<file path="src/wrlav_pkg.sv">
// shared types and constants of the scanline run-length mean block
`default_nettype none
package wrlav_pkg;

	localparam int LEVEL_W = 16;
	localparam int RUN_W   = 13;
	localparam int SUM_W   = 32;
	localparam int TOTAL_W = 24;
	localparam int WSUM_W  = 24;

	// brightness weights and divisor
	localparam logic [WSUM_W-1:0] WEIGHT_RED   = 24'd60;
	localparam logic [WSUM_W-1:0] WEIGHT_GREEN = 24'd118;
	localparam logic [WSUM_W-1:0] WEIGHT_BLUE  = 24'd22;

	// x / 200 = ((x >> 3) * DIV25_MUL) >> DIV25_SHIFT, exact for x < 2^24
	localparam int DIV_PRE_SHIFT = 3;
	localparam int DIV25_SHIFT   = 26;
	localparam logic [21:0] DIV25_MUL = 22'd2684355;

	localparam logic [TOTAL_W-1:0] TOTAL_MAX = '1;

	typedef enum logic [1:0] {
		REG_LEVEL_LOW  = 2'd0,
		REG_LEVEL_HIGH = 2'd1,
		REG_MIN_RUN    = 2'd2,
		REG_COLOR_MODE = 2'd3
	} cfg_idx_t;

	typedef struct packed {
		logic [LEVEL_W-1:0] level_low;
		logic [LEVEL_W-1:0] level_high;
		logic [RUN_W-1:0]   min_run;
		logic               color_mode;
	} cfg_t;

	typedef struct packed {
		logic [15:0] plane_red;
		logic [15:0] plane_green;
		logic [15:0] plane_blue;
		logic        row_first;
		logic        frame_last;
	} pix_t;

	typedef struct packed {
		logic [RUN_W-1:0]   mean_size;
		logic [TOTAL_W-1:0] runs_counted;
		logic               no_runs;
	} res_t;

	typedef struct packed {
		logic [SUM_W-1:0]   length_sum;
		logic [TOTAL_W-1:0] run_total;
	} frame_tot_t;

	typedef struct packed {
		logic push;
		logic pop;
		logic empty;
		logic full;
	} q_ctl_t;

endpackage
`default_nettype wire

</file>
<file path="src/wrlav_stream_if.sv">
// valid/ready stream interface carrying one request payload
`default_nettype none
interface wrlav_stream_if #(
	parameter type payload_t = logic
);
	logic     valid;
	logic     ready;
	payload_t data;

	modport source (output valid, output data, input ready);
	modport sink (input valid, input data, output ready);
endinterface
`default_nettype wire

</file>
<file path="src/wrlav_back.sv">
// back end: serial mean division and result register
`default_nettype none
module wrlav_back (
	input  wire                      clk,
	input  wire                      arst_n,
	input  wire                      q_empty,
	input  wrlav_pkg::frame_tot_t    q_rdata,
	output logic                     q_pop,
	wrlav_stream_if.source           res
);
	import wrlav_pkg::*;

	typedef enum logic [1:0] {
		ST_IDLE,
		ST_DIV,
		ST_HOLD
	} state_t;

	state_t             state_q;
	logic [TOTAL_W-1:0] div_q;
	logic [TOTAL_W-1:0] rem_q;
	logic [RUN_W-1:0]   quo_q;
	logic [3:0]         step_q;
	logic               out_v_q;
	res_t               out_q;

	logic [TOTAL_W:0]   trial;
	logic               qbit;
	logic               load_out;

	assign q_pop     = (state_q == ST_IDLE) && !q_empty;
	assign res.valid = out_v_q;
	assign res.data  = out_q;
	assign load_out  = (state_q == ST_HOLD) && (!out_v_q || res.ready);

	always_comb begin
		trial = {rem_q, quo_q[RUN_W-1]};
		qbit  = (trial >= {1'b0, div_q});
	end

	always_ff @(posedge clk or negedge arst_n) begin
		if (!arst_n) begin
			state_q <= ST_IDLE;
			out_v_q <= 1'b0;
			step_q  <= '0;
			div_q   <= '0;
			rem_q   <= '0;
			quo_q   <= '0;
			out_q   <= '0;
		end else begin
			if (load_out) begin
				out_v_q <= 1'b1;
			end else if (res.ready) begin
				out_v_q <= 1'b0;
			end
			unique case (state_q)
				ST_IDLE: begin
					if (!q_empty) begin
						div_q  <= q_rdata.run_total;
						rem_q  <= TOTAL_W'(q_rdata.length_sum[SUM_W-1:RUN_W]);
						quo_q  <= q_rdata.length_sum[RUN_W-1:0];
						step_q <= 4'(RUN_W - 1);
						state_q <= (q_rdata.run_total == '0) ? ST_HOLD : ST_DIV;
					end
				end
				ST_DIV: begin
					rem_q <= qbit ? TOTAL_W'(trial - {1'b0, div_q}) : trial[TOTAL_W-1:0];
					quo_q <= {quo_q[RUN_W-2:0], qbit};
					if (step_q == '0) begin
						state_q <= ST_HOLD;
					end else begin
						step_q <= step_q - 4'd1;
					end
				end
				ST_HOLD: begin
					if (load_out) begin
						if (div_q == '0) begin
							out_q.mean_size    <= '0;
							out_q.runs_counted <= '0;
							out_q.no_runs      <= 1'b1;
						end else begin
							out_q.mean_size    <= quo_q;
							out_q.runs_counted <= div_q;
							out_q.no_runs      <= 1'b0;
						end
						state_q <= ST_IDLE;
					end
				end
				default: state_q <= ST_IDLE;
			endcase
		end
	end
endmodule
`default_nettype wire

</file>
<file path="src/flat_wrapper.sv">
// flat-port wrapper written by rule: the top's interface ports become plain ports
module wrlav_back_flat import wrlav_pkg::*;
  (clk, arst_n, q_empty, q_rdata, q_pop, res_valid, res_data, res_ready);
  wrlav_stream_if res_i ();
  input  wire clk;
  input  wire arst_n;
  input  wire q_empty;
  input  wrlav_pkg::frame_tot_t q_rdata;
  output logic q_pop;
  output wire logic [$bits(res_i.valid)-1:0] res_valid;
  output wire logic [$bits(res_i.data)-1:0] res_data;
  input wire logic [$bits(res_i.ready)-1:0] res_ready;
  assign res_valid = res_i.valid;
  assign res_data = res_i.data;
  assign res_i.ready = res_ready;
  wrlav_back u_core (.clk(clk), .arst_n(arst_n), .q_empty(q_empty), .q_rdata(q_rdata), .q_pop(q_pop), .res(res_i));
endmodule
</file>
<file path="config.mk">
export PLATFORM = sky130hd
export DESIGN_NAME = wrlav_back_flat
export DESIGN_NICKNAME = d
export VERILOG_FILES = /design/src/wrlav_pkg.sv /design/src/wrlav_stream_if.sv /design/src/wrlav_back.sv /design/src/flat_wrapper.sv
export SDC_FILE = /design/constraint.sdc
export NUM_CORES = 1
export LEC_CHECK = 0
export ABC_AREA = 1
export ABC_CLOCK_PERIOD_IN_PS = 2100
export BUFFER_PORTS_ARGS = -buffer_cell sky130_fd_sc_hd__buf_2
export CORE_UTILIZATION = 38
export CTS_BUF_LIST = sky130_fd_sc_hd__clkbuf_16
export DETAILED_ROUTE_END_ITERATION = 8
export PLACE_DENSITY = 0.69
export RECOVER_POWER = 50
export SLEW_MARGIN = 40
export SYNTH_ARGS = -nofsm -noshare
export SYNTH_HDL_FRONTEND = slang
export SYNTH_SLANG_ARGS = --single-unit
</file>
<file path="constraint.sdc">
create_clock -name clk -period 2.1 [get_ports clk]
set_input_delay 0.21 -clock clk [delete_from_list [all_inputs] [get_ports clk]]
set_output_delay 0.21 -clock clk [all_outputs]
set_load 0.005 [all_outputs]
</file>
==> run metrics <==
top post-synthesis cells by area=sky130_fd_sc_hd__dfrtp_1 53%, sky130_fd_sc_hd__nand2_1 16%, sky130_fd_sc_hd__nor2_1 7.0%; fraction of synthesized cell area taken by the top area cell type=0.533; max-slew violation total from the final report=0; number of buffers inserted by post-CTS setup repair=0; critical path arrival=roughly 1500 ps; Routed Antenna Nets=0; most common cell after layout, fill and taps aside=sky130_fd_sc_hd__nand2_1; leakage power=0.949 nW; worst reg2reg path depth=5; cts repair resizes=0; result of the run=complete, no violations; total standard cell area after synthesis=0.00150 mm2; worst ir drop on vdd=543 uV; NumNets Final=284; vias after detailed routing=between 1,000 and 1,500; post-synth cell types=23; Period Utilization, post-route=0.814; slew at the pin with the worst max-slew slack=769 ps; synthesized-area fraction occupied by and/or/nand/nor cells=0.298; biggest cell delay along the critical path=~430 ps; hold path startpoint=res_ready; TritonCTS clock tree=done; fraction of layout instances using a drive strength above 1=0.188; clock transition at the registers of the reported paths=50 ps; number of placement rows=22; Area growth syn-to-layout=20.8%; portion of the post-synthesis area used by sequential elements=0.533; detailed router's first-iteration violation count=31; detailed-router iteration count before antenna repair=4; number of gates on the worst path with buffers counted=4; Final setup viols=0; width of the die=64.9 um; post-detailed-route wirelength per cell=roughly 10 um; Power Dens Cells=roughly 1400 mW/mm2; worst-path fanout max=40; Syn Area/Cell=7.91 um2; detail-routed via count per cell=~4.6; Critical Path RT=1890 ps; die outline height=64.9 um; warnings from Yosys=0; number of stages on the worst hold path=2; #FFs+latches synth=32; Overflow after GRT=0; compound-gate portion of the synthesized area=0.0758; Core Box Area=roughly 0.0037 mm2; cell with the biggest individual delay on the critical path=sky130_fd_sc_hd__dfrtp_1; CP Capture Type=output port; library cell with the largest summed area after synthesis=sky130_fd_sc_hd__dfrtp_1; XOR/XNOR share of the synthesized area=0; accumulated negative setup slack=0 ps; number of maximum-capacitance constraint violations=0; CP top delay family=buffers and inverters; number of primary I/O pins=63; first-pass GRT wire length=4.75 mm; count of inserted antenna diode cells=0; Clock H-tree levels=2; number of buffers created by CTS=5; final hold violation count=0; total buffers and inverters traversed by the critical path=2; maximum number of pins on one net before global-route repair=41; critical path type=reg2out; crit start category=flop; input/output buffers=30; Die Footprint=0.00421 mm2; GRT Resource Usage Total=0.158; adder and majority gate portion of the synthesized area=0.00833; Overall Power=about 0.0025 W; dominant combinational cell family by area after synthesis=simple AND/OR/NAND/NOR gates; initial core utilization=0.404; Clk Tree Root Cell=sky130_fd_sc_hd__clkbuf_16; post-synthesis net count=251; achievable frequency=about 0.6 GHz; number of sinks on the clock net=32; instance count of the mapped netlist=190; routability congestion estimate=0.799; sum of net half-perimeters after detailed placement=~2.0 mm; startpoint of the worst register-to-register path=u_core.state_q[1]; worst hold path class=in2reg; DRC violation count after routing=0; most frequent cells in the layout=63 x sky130_fd_sc_hd__nand2_1, 32 x sky130_fd_sc_hd__dfrtp_1, 28 x sky130_fd_sc_hd__nor2_1, 28 x sky130_fd_sc_hd__buf_2, 21 x sky130_fd_sc_hd__inv_1; Total Wirelength=2.80 mm; number of antenna violations at the first check in global routing=0; insertion delay to the later sink of the worst-skew pair=270 ps; vias in the first global route=1,128; first element of the critical path=u_core.state_q[1]; buffer levels on the longest clock path=2; minimum clock period after layout=about 1700 ps; sequence of cells on the critical path=nor2_4 -> nand2_4 -> inv_4 -> buf_2; Worst Clk Skew=2.53 ps; utilization after layout=0.489; unrepaired setup endpoints after global routing=false; multiplexer fraction of the synthesized cell area=0; Slew HR=0.487
==> power by group <==
group	switching [W]	internal, W
clock network	0.000223	0.000421
registers	0.000134	0.000904
logic	0.000517	0.000308
==> timing repair <==
| action | 4_1_cts | 5_1_grt |
|---|---|---|
| setup endpoints to repair | 0 | 0 |
| hold endpoints to repair | 8 | 0 |
| hold buffers | 1 | 0 |
==> state kept, by name, summed over array words and instances, names as in the netlist <==
name / count
u_core.div_q: 24
u_core.res.valid: 1
u_core.step_q: 4
u_core.res.data: 1
u_core.state_q: 2
==> area by class of cell <==
class	count	area (um2)
clock inverter	2	7.51
inverter	23	88.8
fill	383	1900
multi-input combinational	130	574
timing repair buffer	31	159
clock buffer	5	125
sequential	32	801
tap	48	60.1
==> synth_stat cells (all sizes together) <==
master,number
ha,1
nand2,66
nand3b,1
nor2,29
nand3,8
o22ai,1
buf,5
a21oi,2
o21ai,18
inv,23
dfrtp,32
nor3,1
nand4,3
==> worst paths after layout <==
check                                   end  slack (ps)
setup / recovery                      q_pop         390
hold / removal             u_core.res.valid         140
setup reg to reg           u_core.div_q[22]         760
hold reg to reg            u_core.div_q[21]         480
max in group asynchronous   u_core.div_q[5]        1050
min in group asynchronous  u_core.div_q[16]         560
==> kinds of logic (layout without fill, tap and decap cells) <==
kind of cell | Yosys count | after routing
buffers and inverters | 28 | 61
AND/OR/NAND/NOR | 108 | 108
AO/OA/AOI/OAI | 21 | 21
adder cells (fa/ha/maj) | 1 | 1
flip-flops | 32 | 32
==> stage by stage <==
| step | std cells | setup WS, ps | hold slack (ps) | instance area (um2) |
|---|---|---|---|---|
| after floorplan | 190 | 951 | -85.6 | 1500 |
| after global placement | 263 | 678 | 289 | 1670 |
| after detailed placement | 263 | 675 | 291 | 1670 |
| after CTS | 271 | 382 | 138 | 1820 |
| after global routing | 271 | 271 | 158 | 1820 |
| final | 271 | 390 | 144 | 1820 |
==> layer usage <==
layer / GRT usage / wire length [um] / up-vias
met4: 0.0833 / 56 / 0
met2: 0.249 / 1310 / 19
met3: 0.0651 / 111 / 5
li1: - / - / 651
met5: 0 / 0 / -
met1: 0.182 / 1320 / 560
Note: power is estimated with default switching activity, not from simulation.
