===== src/wrlav_pkg.sv =====
// shared types and constants of the scanline run-length mean block
`default_nettype none
package wrlav_pkg;

	localparam int LEVEL_W = 16;
	localparam int RUN_W   = 13;
	localparam int SUM_W   = 32;
	localparam int TOTAL_W = 24;
	localparam int WSUM_W  = 24;

	// brightness weights and divisor
	localparam logic [WSUM_W-1:0] WEIGHT_RED   = 24'd60;
	localparam logic [WSUM_W-1:0] WEIGHT_GREEN = 24'd118;
	localparam logic [WSUM_W-1:0] WEIGHT_BLUE  = 24'd22;

	// x / 200 = ((x >> 3) * DIV25_MUL) >> DIV25_SHIFT, exact for x < 2^24
	localparam int DIV_PRE_SHIFT = 3;
	localparam int DIV25_SHIFT   = 26;
	localparam logic [21:0] DIV25_MUL = 22'd2684355;

	localparam logic [TOTAL_W-1:0] TOTAL_MAX = '1;

	typedef enum logic [1:0] {
		REG_LEVEL_LOW  = 2'd0,
		REG_LEVEL_HIGH = 2'd1,
		REG_MIN_RUN    = 2'd2,
		REG_COLOR_MODE = 2'd3
	} cfg_idx_t;

	typedef struct packed {
		logic [LEVEL_W-1:0] level_low;
		logic [LEVEL_W-1:0] level_high;
		logic [RUN_W-1:0]   min_run;
		logic               color_mode;
	} cfg_t;

	typedef struct packed {
		logic [15:0] plane_red;
		logic [15:0] plane_green;
		logic [15:0] plane_blue;
		logic        row_first;
		logic        frame_last;
	} pix_t;

	typedef struct packed {
		logic [RUN_W-1:0]   mean_size;
		logic [TOTAL_W-1:0] runs_counted;
		logic               no_runs;
	} res_t;

	typedef struct packed {
		logic [SUM_W-1:0]   length_sum;
		logic [TOTAL_W-1:0] run_total;
	} frame_tot_t;

	typedef struct packed {
		logic push;
		logic pop;
		logic empty;
		logic full;
	} q_ctl_t;

endpackage
`default_nettype wire


===== src/wrlav_fifo.sv =====
// two-entry queue of frame totals between front and back
`default_nettype none
module wrlav_fifo (
	input  wire                      clk,
	input  wire                      arst_n,
	input  wrlav_pkg::q_ctl_t        ctl_in,
	input  wrlav_pkg::frame_tot_t    wdata,
	output wrlav_pkg::q_ctl_t        ctl_out,
	output wrlav_pkg::frame_tot_t    rdata
);
	import wrlav_pkg::*;

	frame_tot_t  mem_q [2];
	logic        wr_ptr_q, rd_ptr_q;
	logic [1:0]  cnt_q;
	logic        do_push, do_pop;

	assign do_push = ctl_in.push && (cnt_q != 2'd2);
	assign do_pop  = ctl_in.pop && (cnt_q != 2'd0);

	always_comb begin
		ctl_out.push  = do_push;
		ctl_out.pop   = do_pop;
		ctl_out.empty = (cnt_q == 2'd0);
		ctl_out.full  = (cnt_q == 2'd2);
		rdata         = mem_q[rd_ptr_q];
	end

	always_ff @(posedge clk) begin
		if (do_push) begin
			mem_q[wr_ptr_q] <= wdata;
		end
	end

	always_ff @(posedge clk or negedge arst_n) begin
		if (!arst_n) begin
			wr_ptr_q <= 1'b0;
			rd_ptr_q <= 1'b0;
			cnt_q    <= 2'd0;
		end else begin
			if (do_push) begin
				wr_ptr_q <= !wr_ptr_q;
			end
			if (do_pop) begin
				rd_ptr_q <= !rd_ptr_q;
			end
			cnt_q <= cnt_q + 2'(do_push) - 2'(do_pop);
		end
	end
endmodule
`default_nettype wire


===== config.mk =====
export PLATFORM = sky130hd
export DESIGN_NAME = wrlav_fifo
export DESIGN_NICKNAME = d
export VERILOG_FILES = /design/src/wrlav_pkg.sv /design/src/wrlav_fifo.sv
export SDC_FILE = /design/constraint.sdc
export NUM_CORES = 1
export LEC_CHECK = 0
export BUFFER_PORTS_ARGS = -buffer_cell sky130_fd_sc_hd__buf_4
export CORE_UTILIZATION = 47
export CTS_CLUSTER_DIAMETER = 120
export DETAILED_ROUTE_END_ITERATION = 10
export MAX_ROUTING_LAYER = met4
export PLACE_DENSITY_LB_ADDON = 0.15
export SETUP_SLACK_MARGIN = 0.05
export SYNTH_ARGS = -nofsm -noshare
export SYNTH_HDL_FRONTEND = slang
export SYNTH_SLANG_ARGS = --single-unit

===== constraint.sdc =====
create_clock -name clk -period 3.5 [get_ports clk]
set_clock_uncertainty 0.2 [all_clocks]
set_input_delay 0.175 -clock clk [delete_from_list [all_inputs] [get_ports clk]]
set_output_delay 0.175 -clock clk [all_outputs]
set_load 0.02 [all_outputs]

==> results of run 1 <==
## report_power, final
group	total [uW]	internal (uW)	switching, uW
Combinational	1940	962	979
Clock	1480	917	563
Sequential	2030	1900	130
Total	5450	3780	1670
## state kept, by name, summed over array words and instances, names as in the netlist
register,flops
mem_q,112
cnt_q,2
rd_ptr_q,1
wr_ptr_q,1
## through the flow
stage / util / std cells / cell area [um2]
after floorplan: - / 195 / 4380
after global placement: 0.6127 / 419 / 5421
after detailed placement: 0.6127 / 419 / 5421
after CTS: 0.7384 / 510 / 6534
after global routing: 0.7384 / 510 / 6534
final: 0.7384 / 510 / 6534
## routing by layer
metal,vias to the layer above,wire (um),global-route usage
li1,1150,-,-
met1,1220,3436,0.2025
met2,88,4315,0.3207
met3,15,401,0.04965
met4,0,184,0.09529
met5,-,0,-
## cell families after synthesis
kind of cell	count (synthesis)	synth area share
and+or+nand+nor	6	0.006862
DFF	116	0.7911
muxes	56	0.1698
adders and majority gates	2	0.005715
xor gates and xnor gates	4	0.008004
buffers and inverters	11	0.01857
## final cells by class
type                    instances  area (um2)
multi-input cells              68       842.1
inverters                       3       11.26
clock inverters                13       93.84
clock buffers                  18       417.9
fillers                       562        2315
well taps                     108       135.1
flip-flops and latches        116        3465
repair buffers                184        1569
## path summary, 6_finish.rpt
path / startpoint / slack [ns] / endpoint
setup / recovery: rd_ptr_q / 1.06 / rdata[25]
hold / removal: wdata[26] / 0.20 / mem_q[0][26]
setup reg to reg: cnt_q[1] / 1.40 / mem_q[0][20]
hold reg to reg: cnt_q[1] / 0.32 / cnt_q[1]
max in group asynchronous: arst_n / 2.48 / rd_ptr_q
min in group asynchronous: arst_n / 0.41 / cnt_q[0]
## synthesized netlist by cell type (2+ instances only)
cell type and number:
sky130_fd_sc_hd__dfrtp_1 4, sky130_fd_sc_hd__nor2_1 2, sky130_fd_sc_hd__inv_1 3, sky130_fd_sc_hd__ha_1 2, sky130_fd_sc_hd__buf_6 4, sky130_fd_sc_hd__xnor2_1 3, sky130_fd_sc_hd__edfxtp_1 112, sky130_fd_sc_hd__mux2_4 30
sky130_fd_sc_hd__mux2_2 26, sky130_fd_sc_hd__buf_4 2, sky130_fd_sc_hd__buf_2 2
## timing repair
item | CTS | global route
hold endpoints to repair | 118 | 0
resized for setup | 0 | 0
hold buffers | 60 | 0
==> results.rst, run 1 <==
.. list-table::
   :header-rows: 1

   * - Metric
     - Value
   * - Final worst-path setup slack
     - 1.059 ns
   * - Number of nets still failing antenna checks after routing
     - 0
   * - Power density over the cells
     - around 830 nW/um2
   * - Antenna violations before repair
     - 0
   * - Setup repair after global routing missed its margin
     - no
   * - Standby leakage power
     - 0.002606 uW
   * - Hold Fails Final Rpt
     - 0
   * - Yosys warning total
     - 0
   * - Final total negative setup slack
     - 0 ns
   * - Fin nets
     - 454
   * - Crit-path max FO
     - 20
   * - Final hold slack
     - 0.2027 ns
   * - Number of buffers on the longest clock path
     - 2
   * - Final critical path time including I/O delays and setup
     - roughly 2.4 ns
   * - Tcrit/Tclk final
     - 0.6973
   * - Commonest cells after routing, fill and taps aside
     - sky130_fd_sc_hd__buf_4, sky130_fd_sc_hd__edfxtp_1, sky130_fd_sc_hd__dlygate4sd3_1
   * - Leading cell type in the layout, fill and taps excluded
     - sky130_fd_sc_hd__buf_4
   * - Mean Syn Cell Area
     - 22.45 um2
   * - Setup violations, final
     - 0
   * - Kind of capture point of the worst setup path
     - output port
   * - Vias per cell
     - 4.849
   * - Distinct cell type count of the synthesized netlist
     - 16
   * - Fraction of post-synthesis cell area in the top cell type by area
     - 0.7682
   * - Number of max-slew violations in the final report
     - 0
   * - Number of global-route vias before repair
     - 2737
   * - CTS tree
     - done
   * - Die height
     - 98.52 um
   * - HP Class
     - input port to register
   * - Critical path start-end classification
     - register to output port
   * - Remaining global-route overflow
     - 0
   * - Number of port buffers
     - 119
   * - Register-to-Register Path Depth
     - 4
   * - DRT iter0 DRCs
     - 90
   * - Seq/Total Area, Yosys
     - 0.7911
   * - CTS clock-pin slew for the worst setup and hold paths
     - 0.06 ns
   * - Number of instances in the synthesized netlist
     - 195
   * - CP Data Arrival Time
     - 2.07 ns
   * - Status
     - finished with violations
   * - Placeable core region
     - around 8800 um2
   * - #FFs+latches synth
     - 116
   * - Cell at the root of the clock tree
     - sky130_fd_sc_hd__clkbuf_8
   * - Remaining design rule violation count
     - 6
   * - Cell type of the slowest stage on the worst timing path
     - sky130_fd_sc_hd__dfrtp_2
   * - Maximum capacitance violations
     - 0
   * - Die ar.
     - 9705 um2
   * - Violated checks
     - DRC
   * - Hold depth
     - 2
   * - Vias
     - about 2.5k
   * - Worst-case headroom to the max-slew limit
     - 0.5112
   * - Synthesized net count
     - ~260
   * - Initial Utilization
     - 0.4948
   * - Transition time of the tightest slew-check pin
     - 0.7331 ns
   * - First-pass iteration count of the detailed router
     - 9
   * - Floorplan die width
     - 98.52 um
   * - VDD IR max
     - 0.0008445 V
   * - Gpl congestion
     - ~0.66
   * - Wirelength per Cell
     - about 16 um
   * - Largest stage delay on the critical path
     - approximately 0.68 ns
   * - Row count
     - 34
   * - Nature of the critical path startpoint
     - register
   * - Primary flip-flop cell chosen by synthesis mapping
     - sky130_fd_sc_hd__edfxtp_1
   * - Place WS
     - around 1.4 ns
   * - Top-level port count
     - 122
   * - Wire length reported by the detailed router
     - 8337 um
   * - Req. time, crit path
     - 3.12 ns
   * - Largest delay contributor family on the critical path
     - flip-flops
   * - Netlist area before placement
     - 4378 um2
   * - Area added between synthesis and finish
     - 49.24%
   * - Clock latency on the worst-skew pair
     - 0.49 ns
   * - Levels on crit path
     - 3
   * - Main area contributors after synthesis
     - sky130_fd_sc_hd__edfxtp_1, sky130_fd_sc_hd__mux2_4, sky130_fd_sc_hd__mux2_2, sky130_fd_sc_hd__dfrtp_1, sky130_fd_sc_hd__buf_6
   * - Fraction of layout instances using a drive strength above 1
     - 0.5224
   * - Global-route wire length before repair
     - 13100 um
   * - Power Total
     - ~5500 uW
   * - HPWL reported at the end of detailed placement
     - between 4000 and 5000 um
   * - Critical-path cell list
     - buf_4 > mux2_4 > buf_4
   * - Most numerous cell on the critical path
     - sky130_fd_sc_hd__buf_4
   * - Maximum number of pins on one net before global-route repair
     - 30
   * - # diodes
     - 0
   * - Number of buffer and inverter stages on the critical path
     - 2
   * - Clk sink count
     - 116
   * - Number of buffers created by CTS
     - 17
   * - Post-CTS Repair Setup Buffers
     - 0
   * - Number of flops mapped to enable cells by yosys
     - 112
   * - Synth async-reset ratio
     - 0.03448
   * - Fmax
     - 0.4097 GHz
   * - Post-synthesis cell type with the largest combined area
     - sky130_fd_sc_hd__edfxtp_1
   * - Total routing usage reported by global routing
     - 0.1878
   * - Number of H-tree branching levels
     - 4
No activity file was read; power rests on OpenSTA's default activity.
==> inputs of run 2 (changes only) <==
==> constraint.sdc (replaced) <==
create_clock -name clk -period 2.2 [get_ports clk]
set_clock_uncertainty 0.2 [all_clocks]
set_input_delay 0.11 -clock clk [delete_from_list [all_inputs] [get_ports clk]]
set_output_delay 0.11 -clock clk [all_outputs]
set_load 0.02 [all_outputs]
==> results.rst, run 2 (synthesis gave the netlist of run 1 again) <==
.. list-table::
   :header-rows: 1

   * - Metric
     - Value
   * - End of the worst register-to-register path
     - cnt_q[1]
   * - Transition time of the tightest slew-check pin
     - 0.4558 ns
   * - Setup repair after global routing missed its margin
     - no
   * - Req. time, crit path
     - 1.89 ns
   * - Multi-input gate area
     - around 840 um2
   * - Number of global-route vias before repair
     - 2646
   * - Part of the total power dissipated in combinational logic
     - 0.353
   * - Critical path start-end classification
     - register to output port
   * - Tcrit/Tclk final
     - 0.9068
   * - Number of flip-flops under the largest register name
     - between 100 and 150
   * - Net switching power
     - 2684 uW
   * - Leading cell type in the layout, fill and taps excluded
     - sky130_fd_sc_hd__buf_4
   * - CP Data Arrival Time
     - ~1.7 ns
   * - Area added between synthesis and finish
     - 50.99%
   * - First-pass iteration count of the detailed router
     - 9
   * - Gpl congestion
     - 0.7130
   * - Die ar.
     - between 9000 and 10000 um2
   * - Number of max-slew violations in the final report
     - 0
   * - Status
     - finished with violations
   * - Hold bufs inserted after CTS
     - 60
   * - Number of H-tree branching levels
     - 4
   * - Post-layout utilization of the core
     - 0.7470
   * - Post-CTS Repair Setup Buffers
     - 0
   * - Maximum number of pins on one net before global-route repair
     - 33
   * - Total routing usage reported by global routing
     - 0.1873
   * - Top-level port count
     - 122
   * - Fmax
     - 0.5013 GHz
   * - Final total negative setup slack
     - 0 ns
   * - Initial Utilization
     - 0.4948
   * - Hold depth
     - 2
   * - Int Power
     - 6296 uW
   * - Clock latency on the worst-skew pair
     - 0.48 ns
   * - End of the worst hold path
     - mem_q[0][9]
   * - Final critical path time including I/O delays and setup
     - 1.995 ns
   * - Slack of the worst reg-to-reg path
     - 0.40 ns
   * - Register name with the most flops
     - mem_q
   * - # diodes
     - 0
   * - Placeable core region
     - 8848 um2
   * - Wire length reported by the detailed router
     - 8194 um
   * - Die height
     - 98.52 um
   * - Fin nets
     - 455
   * - Switching part of the total power
     - 0.2989
   * - Source of the worst hold timing path
     - wdata[9]
   * - Part of the total power dissipated in sequential elements
     - 0.353
   * - Row count
     - 34
   * - Worst-case headroom to the max-slew limit
     - 0.6961
   * - Remaining design rule violation count
     - 4
   * - Number of buffers created by CTS
     - 17
   * - Maximum capacitance violations
     - 0
   * - Kind of capture point of the worst setup path
     - output port
   * - Register-to-Register Path Depth
     - 7
   * - Worst reg2reg startpoint
     - cnt_q[1]
   * - Floorplan die width
     - 98.52 um
   * - CTS clock-pin slew for the worst setup and hold paths
     - approximately 0.060 ns
   * - HPWL reported at the end of detailed placement
     - between 4000 and 5000 um
   * - Commonest cells after routing, fill and taps aside
     - sky130_fd_sc_hd__buf_4, sky130_fd_sc_hd__edfxtp_1, sky130_fd_sc_hd__dlygate4sd3_1
   * - Vias
     - 2449
   * - Wirelength per Cell
     - ~16 um
   * - Antenna violations before repair
     - 0
   * - Crit-path max FO
     - 30
   * - Setup violations, final
     - 0
   * - Global-route wire length before repair
     - 13030 um
   * - CTS tree
     - done
   * - Remaining global-route overflow
     - 0
   * - Power density over the cells
     - 1359 nW/um2
   * - Fillcell total
     - 543
   * - Registers with the highest flip-flop counts
     - mem_q (112), cnt_q (2)
   * - FF+latch area
     - between 3000 and 4000 um2
   * - HP Class
     - input port to register
   * - DRT iter0 DRCs
     - 84
   * - Vias per cell
     - 4.783
   * - VDD IR max
     - 0.0008067 V
   * - Nature of the critical path startpoint
     - register
   * - Cell at the root of the clock tree
     - sky130_fd_sc_hd__clkbuf_8
   * - Count of instances resized after the clock tree is built
     - 0
   * - Number of port buffers
     - 119
   * - Clk sink count
     - 116
   * - Number of buffers on the longest clock path
     - 2
   * - Number of nets still failing antenna checks after routing
     - 0
   * - Part of the total power dissipated in the clock network
     - 0.294
   * - Violated checks
     - DRC
   * - Fraction of layout instances using a drive strength above 1
     - 0.5297
   * - Hold Fails Final Rpt
     - 0
   * - Standby leakage power
     - 0.002642 uW
run 2: changes by cell type in the layout (fill, tap and decap cells not counted):
cell | before | now
sky130_fd_sc_hd__bufinv_16 | 1 | 3
sky130_fd_sc_hd__clkinv_4 | 0 | 2
sky130_fd_sc_hd__clkbuf_1 | 1 | 2
sky130_fd_sc_hd__clkinv_2 | 6 | 4
sky130_fd_sc_hd__buf_4 | 121 | 122
sky130_fd_sc_hd__inv_6 | 0 | 1
sky130_fd_sc_hd__clkinv_1 | 3 | 0
run 2: worst max-delay path by stage:
| stage | startpoint | endpoint | slack, ns | depth (start not counted) |
|---|---|---|---|---|
| after floorplan | cnt_q[1] | mem_q[0][0] | 0.11 | 3 |
| after global placement | cnt_q[1] | cnt_q[1] | 0.45 | 7 |
| after detailed placement | cnt_q[1] | cnt_q[1] | 0.41 | 7 |
| after CTS | rd_ptr_q | rdata[6] | 0.18 | 3 |
| after global routing | rd_ptr_q | rdata[6] | 0.14 | 3 |
| final | rd_ptr_q | rdata[6] | 0.21 | 3 |
run 2: layer usage:
layer | up-vias | GRT usage | part of all wire
met4 | 0 | 0.05166 | 0.0034
met2 | 85 | 0.3164 | 0.54
met5 | - | - | 0
li1 | 1155 | - | -
met1 | 1207 | 0.2161 | 0.41
met3 | 2 | 0.06028 | 0.051
run 2: power groups by stage:
stage	clock (uW)	sequential, uW	combinational, uW
finish	2640	3170	3170
global route	2800	3210	3350
CTS	2700	3170	3210
detailed placement	0	3210	3110
global placement	0	3180	3090
floorplan	0	3170	2010
run 2: worst max-delay path, cell delays in order (launching register included):
cell                      delay (ns)
sky130_fd_sc_hd__dfrtp_2        0.40
sky130_fd_sc_hd__buf_12         0.23
sky130_fd_sc_hd__mux2_2         0.38
sky130_fd_sc_hd__buf_4          0.16
run 2: final cells by class:
class,count,area share
clock buffer,19,0.06379
clock inverter,13,0.02404
inverter,3,0.001704
multi-input combinational,68,0.1274
sequential,116,0.5241
tap,108,0.02044
timing repair buffer,185,0.2385
run 2: through the flow:
step | hold WS (ns) | std cells | power [uW] | cell area, um2 | setup slack (ns)
final | 0.1415 | 512 | 8980 | 6610 | 0.2050
after global routing | 0.1120 | 512 | 9358 | 6610 | 0.1368
after CTS | 0.1185 | 512 | 9080 | 6610 | 0.1821
after detailed placement | -0.2888 | 420 | 6325 | 5429 | 0.4108
after global placement | -0.2895 | 420 | 6270 | 5429 | 0.4481
after floorplan | -0.3856 | 195 | 5181 | 4387 | 0.1134
